### config.mk
export PLATFORM = sky130hd
export DESIGN_NAME = contiguous_page_allocator_unit
export DESIGN_NICKNAME = d
export VERILOG_FILES = /design/src/hdl/cpa_pkg.sv /design/src/hdl/contiguous_page_allocator_unit.sv
export SDC_FILE = /design/constraint.sdc
export NUM_CORES = 1
export LEC_CHECK = 0
export ABC_AREA = 1
export BUFFER_PORTS_ARGS = -buffer_cell sky130_fd_sc_hd__buf_2
export CAP_MARGIN = 20
export CORE_AREA = 2 2 251 253
export CTS_CLUSTER_SIZE = 40
export DETAILED_ROUTE_END_ITERATION = 12
export DIE_AREA = 0 0 253 255
export GPL_ROUTABILITY_DRIVEN = 0
export PLACE_DENSITY_LB_ADDON = 0.1
export SYNTH_ARGS = -nofsm -noshare
export SYNTH_HDL_FRONTEND = slang
export SYNTH_SLANG_ARGS = --single-unit
### constraint.sdc
create_clock -name i_clk -period 6.33 [get_ports i_clk]
set_clock_uncertainty 0.05 [all_clocks]
set_input_delay 0.633 -clock i_clk [delete_from_list [all_inputs] [get_ports i_clk]]
set_output_delay 0.633 -clock i_clk [all_outputs]
set_load 0.05 [all_outputs]
### src/hdl/cpa_pkg.sv
`timescale 1ns / 1ps

package cpa_pkg;

    localparam int ADDR_W      = 32;
    localparam int BASE_PAGE_W = 20;
    localparam int COUNT_W     = 6;
    localparam int STATUS_W    = 3;

    localparam logic [BASE_PAGE_W-1:0] BASE_PAGE_RESET = 20'd32;

    localparam logic REQ_ALLOC = 1'b0;
    localparam logic REQ_FREE  = 1'b1;

    localparam logic [STATUS_W-1:0] ST_ALLOCATED = 3'd0;
    localparam logic [STATUS_W-1:0] ST_BAD       = 3'd1;
    localparam logic [STATUS_W-1:0] ST_NO_RUN    = 3'd2;
    localparam logic [STATUS_W-1:0] ST_FREED     = 3'd3;
    localparam logic [STATUS_W-1:0] ST_IGNORED   = 3'd4;

    typedef struct packed {
        logic              req_type;
        logic [ADDR_W-1:0] size_bytes;
        logic [ADDR_W-1:0] alignment_bytes;
        logic [ADDR_W-1:0] free_address;
    } t_req;

    typedef struct packed {
        logic [STATUS_W-1:0] status;
        logic [ADDR_W-1:0]   run_address;
        logic [COUNT_W-1:0]  run_pages;
    } t_rsp;

endpackage

### src/hdl/contiguous_page_allocator_unit.sv
`timescale 1ns / 1ps

// Channel    Direction  Handshake                    Payload
// request    in         i_req_valid / o_req_ready    i_req (t_req)
// response   out        o_rsp_valid / i_rsp_ready    o_rsp (t_rsp)
// config     in         i_cfg_we, no wait            i_cfg_wdata (window base page)
//
// One request is in flight at a time. An allocate scans the page map through the single
// read port, then marks each page of the run in turn, with decode and hand-off around
// them. A free checks the run's head entry, then clears each page of the run in turn.
// After reset, a clearing pass writes every page-map entry, one per cycle, before the
// first request is taken. A finished response waits in the output register while the
// next request is taken.

module contiguous_page_allocator_unit #(
    parameter int NUM_PAGES      = 32,
    parameter int PAGE_SIZE_LOG2 = 12
) (
    input  logic                                i_clk,
    input  logic                                i_rst_n,
    input  logic                                i_cfg_we,
    input  logic [cpa_pkg::BASE_PAGE_W-1:0]     i_cfg_wdata,
    input  logic                                i_req_valid,
    output logic                                o_req_ready,
    input  cpa_pkg::t_req                       i_req,
    output logic                                o_rsp_valid,
    input  logic                                i_rsp_ready,
    output cpa_pkg::t_rsp                       o_rsp
);
    import cpa_pkg::*;

    localparam int IDX_W  = $clog2(NUM_PAGES);
    localparam int CNT_W  = $clog2(NUM_PAGES + 1);
    localparam int BASE_W = BASE_PAGE_W + PAGE_SIZE_LOG2;
    localparam int DIFF_W = ((BASE_W > ADDR_W) ? BASE_W : ADDR_W) + 1;

    localparam logic [ADDR_W:0]   PAGE_BYTES   = (ADDR_W + 1)'(1) << PAGE_SIZE_LOG2;
    localparam logic [ADDR_W:0]   WINDOW_BYTES = (ADDR_W + 1)'(NUM_PAGES) << PAGE_SIZE_LOG2;
    localparam logic [DIFF_W-1:0] WINDOW_DIFF  = DIFF_W'(NUM_PAGES) << PAGE_SIZE_LOG2;
    localparam logic [IDX_W-1:0]  LAST_IDX     = IDX_W'(NUM_PAGES - 1);
    localparam logic [CNT_W-1:0]  PAGE_CNT_C   = CNT_W'(NUM_PAGES);

    typedef struct packed {
        logic               used;
        logic [COUNT_W-1:0] pages;
    } t_entry;

    typedef enum logic [2:0] {
        S_INIT,
        S_IDLE,
        S_DECODE,
        S_SCAN,
        S_MARK,
        S_FREE_CHK,
        S_FREE_CLR,
        S_DONE
    } t_state;

    t_entry r_mem [NUM_PAGES];
    t_entry r_rdata;

    t_state                  r_state;
    logic [BASE_PAGE_W-1:0]  r_base_page;
    t_req                    r_req;
    t_rsp                    r_res;
    t_rsp                    r_out;
    logic                    r_out_valid;
    logic [CNT_W-1:0]        r_need;
    logic [CNT_W-1:0]        r_issue;
    logic                    r_pend;
    logic [IDX_W-1:0]        r_pend_idx;
    logic [CNT_W-1:0]        r_run_len;
    logic [IDX_W-1:0]        r_wr_idx;
    logic [IDX_W-1:0]        r_start;
    logic [CNT_W-1:0]        r_wr_cnt;
    logic [COUNT_W-1:0]      r_left;

    logic [IDX_W-1:0]  rd_addr;
    logic              wr_en;
    logic [IDX_W-1:0]  wr_addr;
    t_entry            wr_data;

    logic [ADDR_W:0]   size_x;
    logic [ADDR_W:0]   align_x;
    logic [ADDR_W:0]   need_sum;
    logic              alloc_bad;
    logic [CNT_W-1:0]  need;
    logic [BASE_W-1:0] base_bytes;
    logic [DIFF_W-1:0] diff;
    logic              free_ok;
    logic [IDX_W-1:0]  free_idx;
    logic [CNT_W-1:0]  n_run_len;
    logic              hit;
    logic [IDX_W-1:0]  hit_start;
    logic [ADDR_W-1:0] alloc_addr;

    assign o_req_ready = (r_state == S_IDLE);
    assign o_rsp_valid = r_out_valid;
    assign o_rsp       = r_out;

    assign size_x     = {1'b0, r_req.size_bytes};
    assign align_x    = {1'b0, r_req.alignment_bytes};
    assign need_sum   = size_x + PAGE_BYTES - (ADDR_W + 1)'(1);
    assign need       = CNT_W'(need_sum >> PAGE_SIZE_LOG2);
    assign alloc_bad  = (r_req.size_bytes == '0) || (r_req.alignment_bytes == '0)
                     || ((r_req.alignment_bytes & (r_req.alignment_bytes - ADDR_W'(1))) != '0)
                     || (align_x > PAGE_BYTES) || (size_x > WINDOW_BYTES);

    assign base_bytes = {r_base_page, {PAGE_SIZE_LOG2{1'b0}}};
    assign diff       = DIFF_W'(r_req.free_address) - DIFF_W'(base_bytes);
    assign free_ok    = !diff[DIFF_W-1] && (diff < WINDOW_DIFF)
                     && (diff[PAGE_SIZE_LOG2-1:0] == '0);
    assign free_idx   = diff[PAGE_SIZE_LOG2 +: IDX_W];

    assign n_run_len  = r_rdata.used ? '0 : CNT_W'(r_run_len + CNT_W'(1));
    assign hit        = !r_rdata.used && (CNT_W'(r_run_len + CNT_W'(1)) == r_need);
    assign hit_start  = r_pend_idx - IDX_W'(r_need - CNT_W'(1));
    assign alloc_addr = ADDR_W'(base_bytes) + (ADDR_W'(r_start) << PAGE_SIZE_LOG2);

    always_comb begin
        rd_addr = '0;
        wr_en   = 1'b0;
        wr_addr = r_wr_idx;
        wr_data = '0;
        case (r_state)
            S_INIT: begin
                wr_en = 1'b1;
            end
            S_DECODE: begin
                rd_addr = free_idx;
            end
            S_SCAN: begin
                rd_addr = r_issue[IDX_W-1:0];
            end
            S_MARK: begin
                wr_en         = 1'b1;
                wr_data.used  = 1'b1;
                wr_data.pages = (r_wr_cnt == '0) ? COUNT_W'(r_need) : '0;
            end
            S_FREE_CLR: begin
                wr_en = 1'b1;
            end
            default: begin
                wr_en = 1'b0;
            end
        endcase
    end

    always_ff @(posedge i_clk) begin
        if (wr_en) begin
            r_mem[wr_addr] <= wr_data;
        end
        r_rdata <= r_mem[rd_addr];
    end

    always_ff @(posedge i_clk) begin
        if (!i_rst_n) begin
            r_state     <= S_INIT;
            r_base_page <= BASE_PAGE_RESET;
            r_out_valid <= 1'b0;
            r_wr_idx    <= '0;
            r_pend      <= 1'b0;
            r_issue     <= '0;
        end else begin
            if (i_cfg_we) begin
                r_base_page <= i_cfg_wdata;
            end
            if (r_out_valid && i_rsp_ready && (r_state != S_DONE)) begin
                r_out_valid <= 1'b0;
            end
            case (r_state)
                S_INIT: begin
                    r_wr_idx <= IDX_W'(r_wr_idx + IDX_W'(1));
                    if (r_wr_idx == LAST_IDX) begin
                        r_state <= S_IDLE;
                    end
                end
                S_IDLE: begin
                    if (i_req_valid) begin
                        r_req   <= i_req;
                        r_state <= S_DECODE;
                    end
                end
                S_DECODE: begin
                    if (r_req.req_type == REQ_FREE) begin
                        if (free_ok) begin
                            r_res    <= '0;
                            r_wr_idx <= free_idx;
                            r_state  <= S_FREE_CHK;
                        end else begin
                            r_res   <= '{ST_IGNORED, ADDR_W'(0), COUNT_W'(0)};
                            r_state <= S_DONE;
                        end
                    end else if (alloc_bad) begin
                        r_res   <= '{ST_BAD, ADDR_W'(0), COUNT_W'(0)};
                        r_state <= S_DONE;
                    end else begin
                        r_res     <= '0;
                        r_need    <= need;
                        r_issue   <= '0;
                        r_pend    <= 1'b0;
                        r_run_len <= '0;
                        r_state   <= S_SCAN;
                    end
                end
                S_SCAN: begin
                    r_pend <= (r_issue != PAGE_CNT_C);
                    if (r_issue != PAGE_CNT_C) begin
                        r_pend_idx <= r_issue[IDX_W-1:0];
                        r_issue    <= CNT_W'(r_issue + CNT_W'(1));
                    end
                    if (r_pend) begin
                        r_run_len <= n_run_len;
                        if (hit) begin
                            r_start  <= hit_start;
                            r_wr_idx <= hit_start;
                            r_wr_cnt <= '0;
                            r_state  <= S_MARK;
                        end else if (r_pend_idx == LAST_IDX) begin
                            r_res.status <= ST_NO_RUN;
                            r_state      <= S_DONE;
                        end
                    end
                end
                S_MARK: begin
                    r_wr_idx <= IDX_W'(r_wr_idx + IDX_W'(1));
                    r_wr_cnt <= CNT_W'(r_wr_cnt + CNT_W'(1));
                    if (r_wr_cnt == CNT_W'(r_need - CNT_W'(1))) begin
                        r_res.status      <= ST_ALLOCATED;
                        r_res.run_address <= alloc_addr;
                        r_res.run_pages   <= COUNT_W'(r_need);
                        r_state           <= S_DONE;
                    end
                end
                S_FREE_CHK: begin
                    if (r_rdata.used && (r_rdata.pages != '0)) begin
                        r_left            <= r_rdata.pages;
                        r_res.status      <= ST_FREED;
                        r_res.run_address <= r_req.free_address;
                        r_res.run_pages   <= r_rdata.pages;
                        r_state           <= S_FREE_CLR;
                    end else begin
                        r_res.status <= ST_IGNORED;
                        r_state      <= S_DONE;
                    end
                end
                S_FREE_CLR: begin
                    r_wr_idx <= IDX_W'(r_wr_idx + IDX_W'(1));
                    r_left   <= COUNT_W'(r_left - COUNT_W'(1));
                    if ((r_left <= COUNT_W'(1)) || (r_wr_idx == LAST_IDX)) begin
                        r_state <= S_DONE;
                    end
                end
                S_DONE: begin
                    if (!r_out_valid || i_rsp_ready) begin
                        r_out       <= r_res;
                        r_out_valid <= 1'b1;
                        r_state     <= S_IDLE;
                    end
                end
                default: begin
                    r_state <= S_IDLE;
                end
            endcase
        end
    end

endmodule
==> impl_metrics.tcl <==
set metrics [dict create \
    critPathMaxStageDelay_ns 0.49 \
    buffer_ports.inserted 164 \
    combinationalPowerShare_pct 7.3 \
    areaGrowthSynthToFinish_pct 15.2 \
    drt_pre_antenna_iters 6 \
    report.final.hold_viol_count 0 \
    synth_compound_area_share_pct 10.1 \
    cts-root-buf "sky130_fd_sc_hd__clkbuf_16" \
    critical_path_arrival_ns 4.07 \
    final_max_slew_viol_count 0 \
    drc_errors 0 \
    synth-edff-count 437 \
    global_route_wire_length_before_repair_um 90700 \
    synth-xor-area-share_pct 1.22 \
    mappedNetlistArea_um2 21500 \
    place.detailed.hpwl_um 41700 \
    critical_path_required_ns 6.78 \
    cts_post_setup_buffers_inserted 0 \
    core_region_area_um2 62200 \
    ctsResizeCount 0 \
    cts.sink_count 480 \
    p_sw_uw 1660 \
    diodes 0 \
    count_of_buffering_cells_on_the_critical_path_with_inverters_included 4 \
    dieHeight_um 255 \
    synth_top_family_by_area "simple AND/OR/NAND/NOR gates" \
    critPathCaptureType "flip-flop" \
    critical_path_class "reg -> reg" \
    synth.most_common_cell "sky130_fd_sc_hd__edfxtp_1" \
    antenna_violations_before_repair 0 \
    worstHoldPathType "in -> reg" \
    setup.worst_path.start_class "flip-flop" \
    outcome "complete, no violations" \
    synth-async-reset-ratio_pct 0 \
    path_delay_family "compound AO/OA/AOI/OAI gates" \
    post_layout_net_count 2353 \
    dr.first_iter.drc_count 1173 \
    synthesis.instances 2011 \
    synthDominantCellAreaShare_pct 61.1 \
    irDropWorstVdd_mv 0.221 \
    mean_instance_size_in_the_synthesized_netlist_um2 10.7 \
    power_uw 6940 \
    power.sequential.fraction_pct 52.4 \
    synth_area_leader_cell "sky130_fd_sc_hd__edfxtp_1" \
    tightest_slew_ns 1.06 \
    timing.slew.headroom_pct 29.0 \
    netlist_top_cells_area "sky130_fd_sc_hd__edfxtp_1 (61%), sky130_fd_sc_hd__nand2_1 (5.8%), sky130_fd_sc_hd__nor2_1 (5.6%)" \
    overall_routing_resource_usage_pct 18.6 \
    hold_depth 1 \
    final_layout_size_suffix_gt1_share_pct 12.7 \
    max_cap_viol_count 0 \
    initial_core_utilization_pct 34.6 \
    cts_made_buffers 52 \
    setup_violations 0 \
    synth_sequential_area_ratio_pct 65.1 \
    clkLatencyLatePin_ns 0.60 \
    routed_wirelength_um 60100 \
    die-area_um2 64500 \
    maximum_number_of_pins_on_one_net_before_global_route_repair 78 \
    wl_per_cell_um 19.9 \
    yosysWarnings 0 \
    grt_pass1_vias 14900 \
    tritoncts "yes" \
    post_synth_fa_ha_maj_area_fraction_pct 2.72 \
    cellPowerDensity_nw_per_um2 280 \
    post_synth_and_or_nand_nor_area_fraction_pct 16.3 \
    clkSlewWorstSetupHoldPaths_ns 0.06 \
    postSynthRegisterBits 480 \
    highest_achievable_clock_rate_mhz 276 \
    synth.cells.most_frequent "sky130_fd_sc_hd__edfxtp_1 (437), sky130_fd_sc_hd__nand2_1 (330), sky130_fd_sc_hd__nor2_1 (318)" \
    critical_path.max_fanout 56 \
    gr-total-overflow 0 \
    share_clk_of_total_power_pct 40.4 \
    tns_ns 0 \
    drt.antenna.violating_nets 0 \
    p_sw_share_pct 24.0 \
    rsz0062_at_grt "no" \
    hold_start "i_req[94]" \
    synth_mux_area_share_pct 0 \
    critical_path.reg2reg.startpoint "r_state[1]$_SDFFE_PN0P_" \
    cpMaxStageDelayCell "sky130_fd_sc_hd__o22ai_4" \
    crit_path_cell_trace "nand2_1 > nor2_2 > inv_2 > o22ai_4 > buf_4 > inv_1 > buf_4 > o21ai_0 > o22ai_1 > o211ai_1 > nand2_1 > o21a_1" \
    via_count 15400 \
    die_w_um 253 \
    r2r_setup_slack_ns 2.70 \
    postSynth.topFlopCell "sky130_fd_sc_hd__edfxtp_1" \
    h-tree-depth 2 \
    r2r_end "r_rdata[3]$_DFF_P_" \
    core.rowCount 92 \
    synthesis.nets 2178 \
    fin_crit_sh_pct 57.3 \
    max-clock-path-buffers 3 \
    postCtsHoldBufs 0 \
    post_synthesis_cell_type_count 45 \
    pin_count 165 \
    drt-vias-per-instance 5.08 \
    timing.hold.worst_endpoint "r_req[94]$_DFFE_PP_" \
    internal-power_uw 5280 \
    power.leakage_uw 0.00875 \
    time_the_worst_path_needs_with_i_o_delays_and_setup_ns 3.63 \
    r2r.worst_path.cells 12 \
]
-- state kept, by name (all words and copies together) (netlist names) --
register     count
r_left           6
r_res           41
r_base_page     20
r_issue          6
r_pend_idx       5
r_wr_idx         5
align_x         32
r_rdata          7
r_run_len        6
r_pend           1
r_mem          224
r_start          5
r_req           65
r_need           6
o_rsp_valid      1
o_rsp           41
r_state          3
r_wr_cnt         6
-- final cells by class --
class / instances / area, um^2
tap: 799 / 1000
inverter: 182 / 683
multi-input combinational: 1286 / 6580
fill: 6048 / 37400
sequential: 480 / 14000
timing repair buffer: 184 / 971
clock inverter: 22 / 151
clock buffer: 73 / 1380
-- layer usage --
metal,share of wire [%],wire [um],GRT usage [%]
met4,2.3,1370,4.78
met2,44,26700,28.8
met5,0,0,0
met1,48,28600,27.6
met3,5.6,3370,2.42
-- logic make-up after synthesis --
family | after synthesis
AO/OA/AOI/OAI | 369
adder cells (fa/ha/maj) | 45
XOR/XNOR | 30
buffers and inverters | 245
flip-flops | 480
AND/OR/NAND/NOR | 842
-- metrics by stage --
| stage | instances | hold slack [ns] | setup WS, ns | util [%] | area (um^2) |
|---|---|---|---|---|---|
| finish | 3026 | 0.159 | 2.70 | 39.8 | 24800 |
| CTS | 3026 | 0.120 | 2.80 | 39.8 | 24800 |
| global route | 3026 | 0.131 | 2.45 | 39.8 | 24800 |
| global placement | 2931 | 0.352 | 2.87 | 37.4 | 23200 |
| floorplan | 2011 | 0.350 | 0.265 | - | 21500 |
| detailed placement | 2931 | 0.355 | 2.79 | 37.4 | 23200 |
-- worst max path at each step --
stage / from / to / slack [ns] / cells after the start
floorplan: r_state[1]$_SDFFE_PN0P_ / align_x[0]$_DFFE_PP_ / 0.26 / 5
global placement: r_req[12]$_DFFE_PP_ / r_rdata[3]$_DFF_P_ / 2.87 / 12
detailed placement: r_state[1]$_SDFFE_PN0P_ / r_rdata[3]$_DFF_P_ / 2.79 / 12
CTS: r_state[1]$_SDFFE_PN0P_ / r_rdata[3]$_DFF_P_ / 2.80 / 12
global route: r_state[1]$_SDFFE_PN0P_ / r_rdata[0]$_DFF_P_ / 2.45 / 12
finish: r_state[1]$_SDFFE_PN0P_ / r_rdata[3]$_DFF_P_ / 2.70 / 12
-- power groups by stage --
| stage | clock [uW] | sequential, uW | combinational, uW |
|---|---|---|---|
| 6_report | 2800 | 3630 | 505 |
| 3_3_place_gp | 0 | 3700 | 503 |
| 3_5_place_dp | 0 | 3700 | 505 |
| 4_1_cts | 2880 | 3630 | 507 |
| 2_1_floorplan | 0 | 3660 | 320 |
| 5_1_grt | 2990 | 3640 | 564 |
-- cells in the final DEF (no fill, tap or decap), drive strengths merged, types with 2 or more instances in the layout --
master,count
nand3b,6
o211ai,15
edfxtp,437
or2,9
nor4,4
o221ai,43
buf,184
nand2,334
xor2,23
o21a,7
and3,3
a21oi,74
o22ai,22
fa,3
nand4,24
dfxtp,43
clkinv,23
a32o,5
o31ai,4
and2,4
xnor2,7
ha,42
inv,179
o21ai,192
clkbuf,73
nor3,40
nand3,95
nor2,322
o21bai,2
-- worst register-to-register path, stage by stage (launching register included) --
cell	delay (ns)
sky130_fd_sc_hd__dfxtp_1	0.43
sky130_fd_sc_hd__nand2_1	0.13
sky130_fd_sc_hd__nor2_2	0.46
sky130_fd_sc_hd__inv_2	0.27
sky130_fd_sc_hd__o22ai_4	0.49
sky130_fd_sc_hd__buf_4	0.45
sky130_fd_sc_hd__inv_1	0.10
sky130_fd_sc_hd__buf_4	0.31
sky130_fd_sc_hd__o21ai_0	0.17
sky130_fd_sc_hd__o22ai_1	0.10
sky130_fd_sc_hd__o211ai_1	0.22
sky130_fd_sc_hd__nand2_1	0.16
sky130_fd_sc_hd__o21a_1	0.19
(Power assumes the default switching activity.)
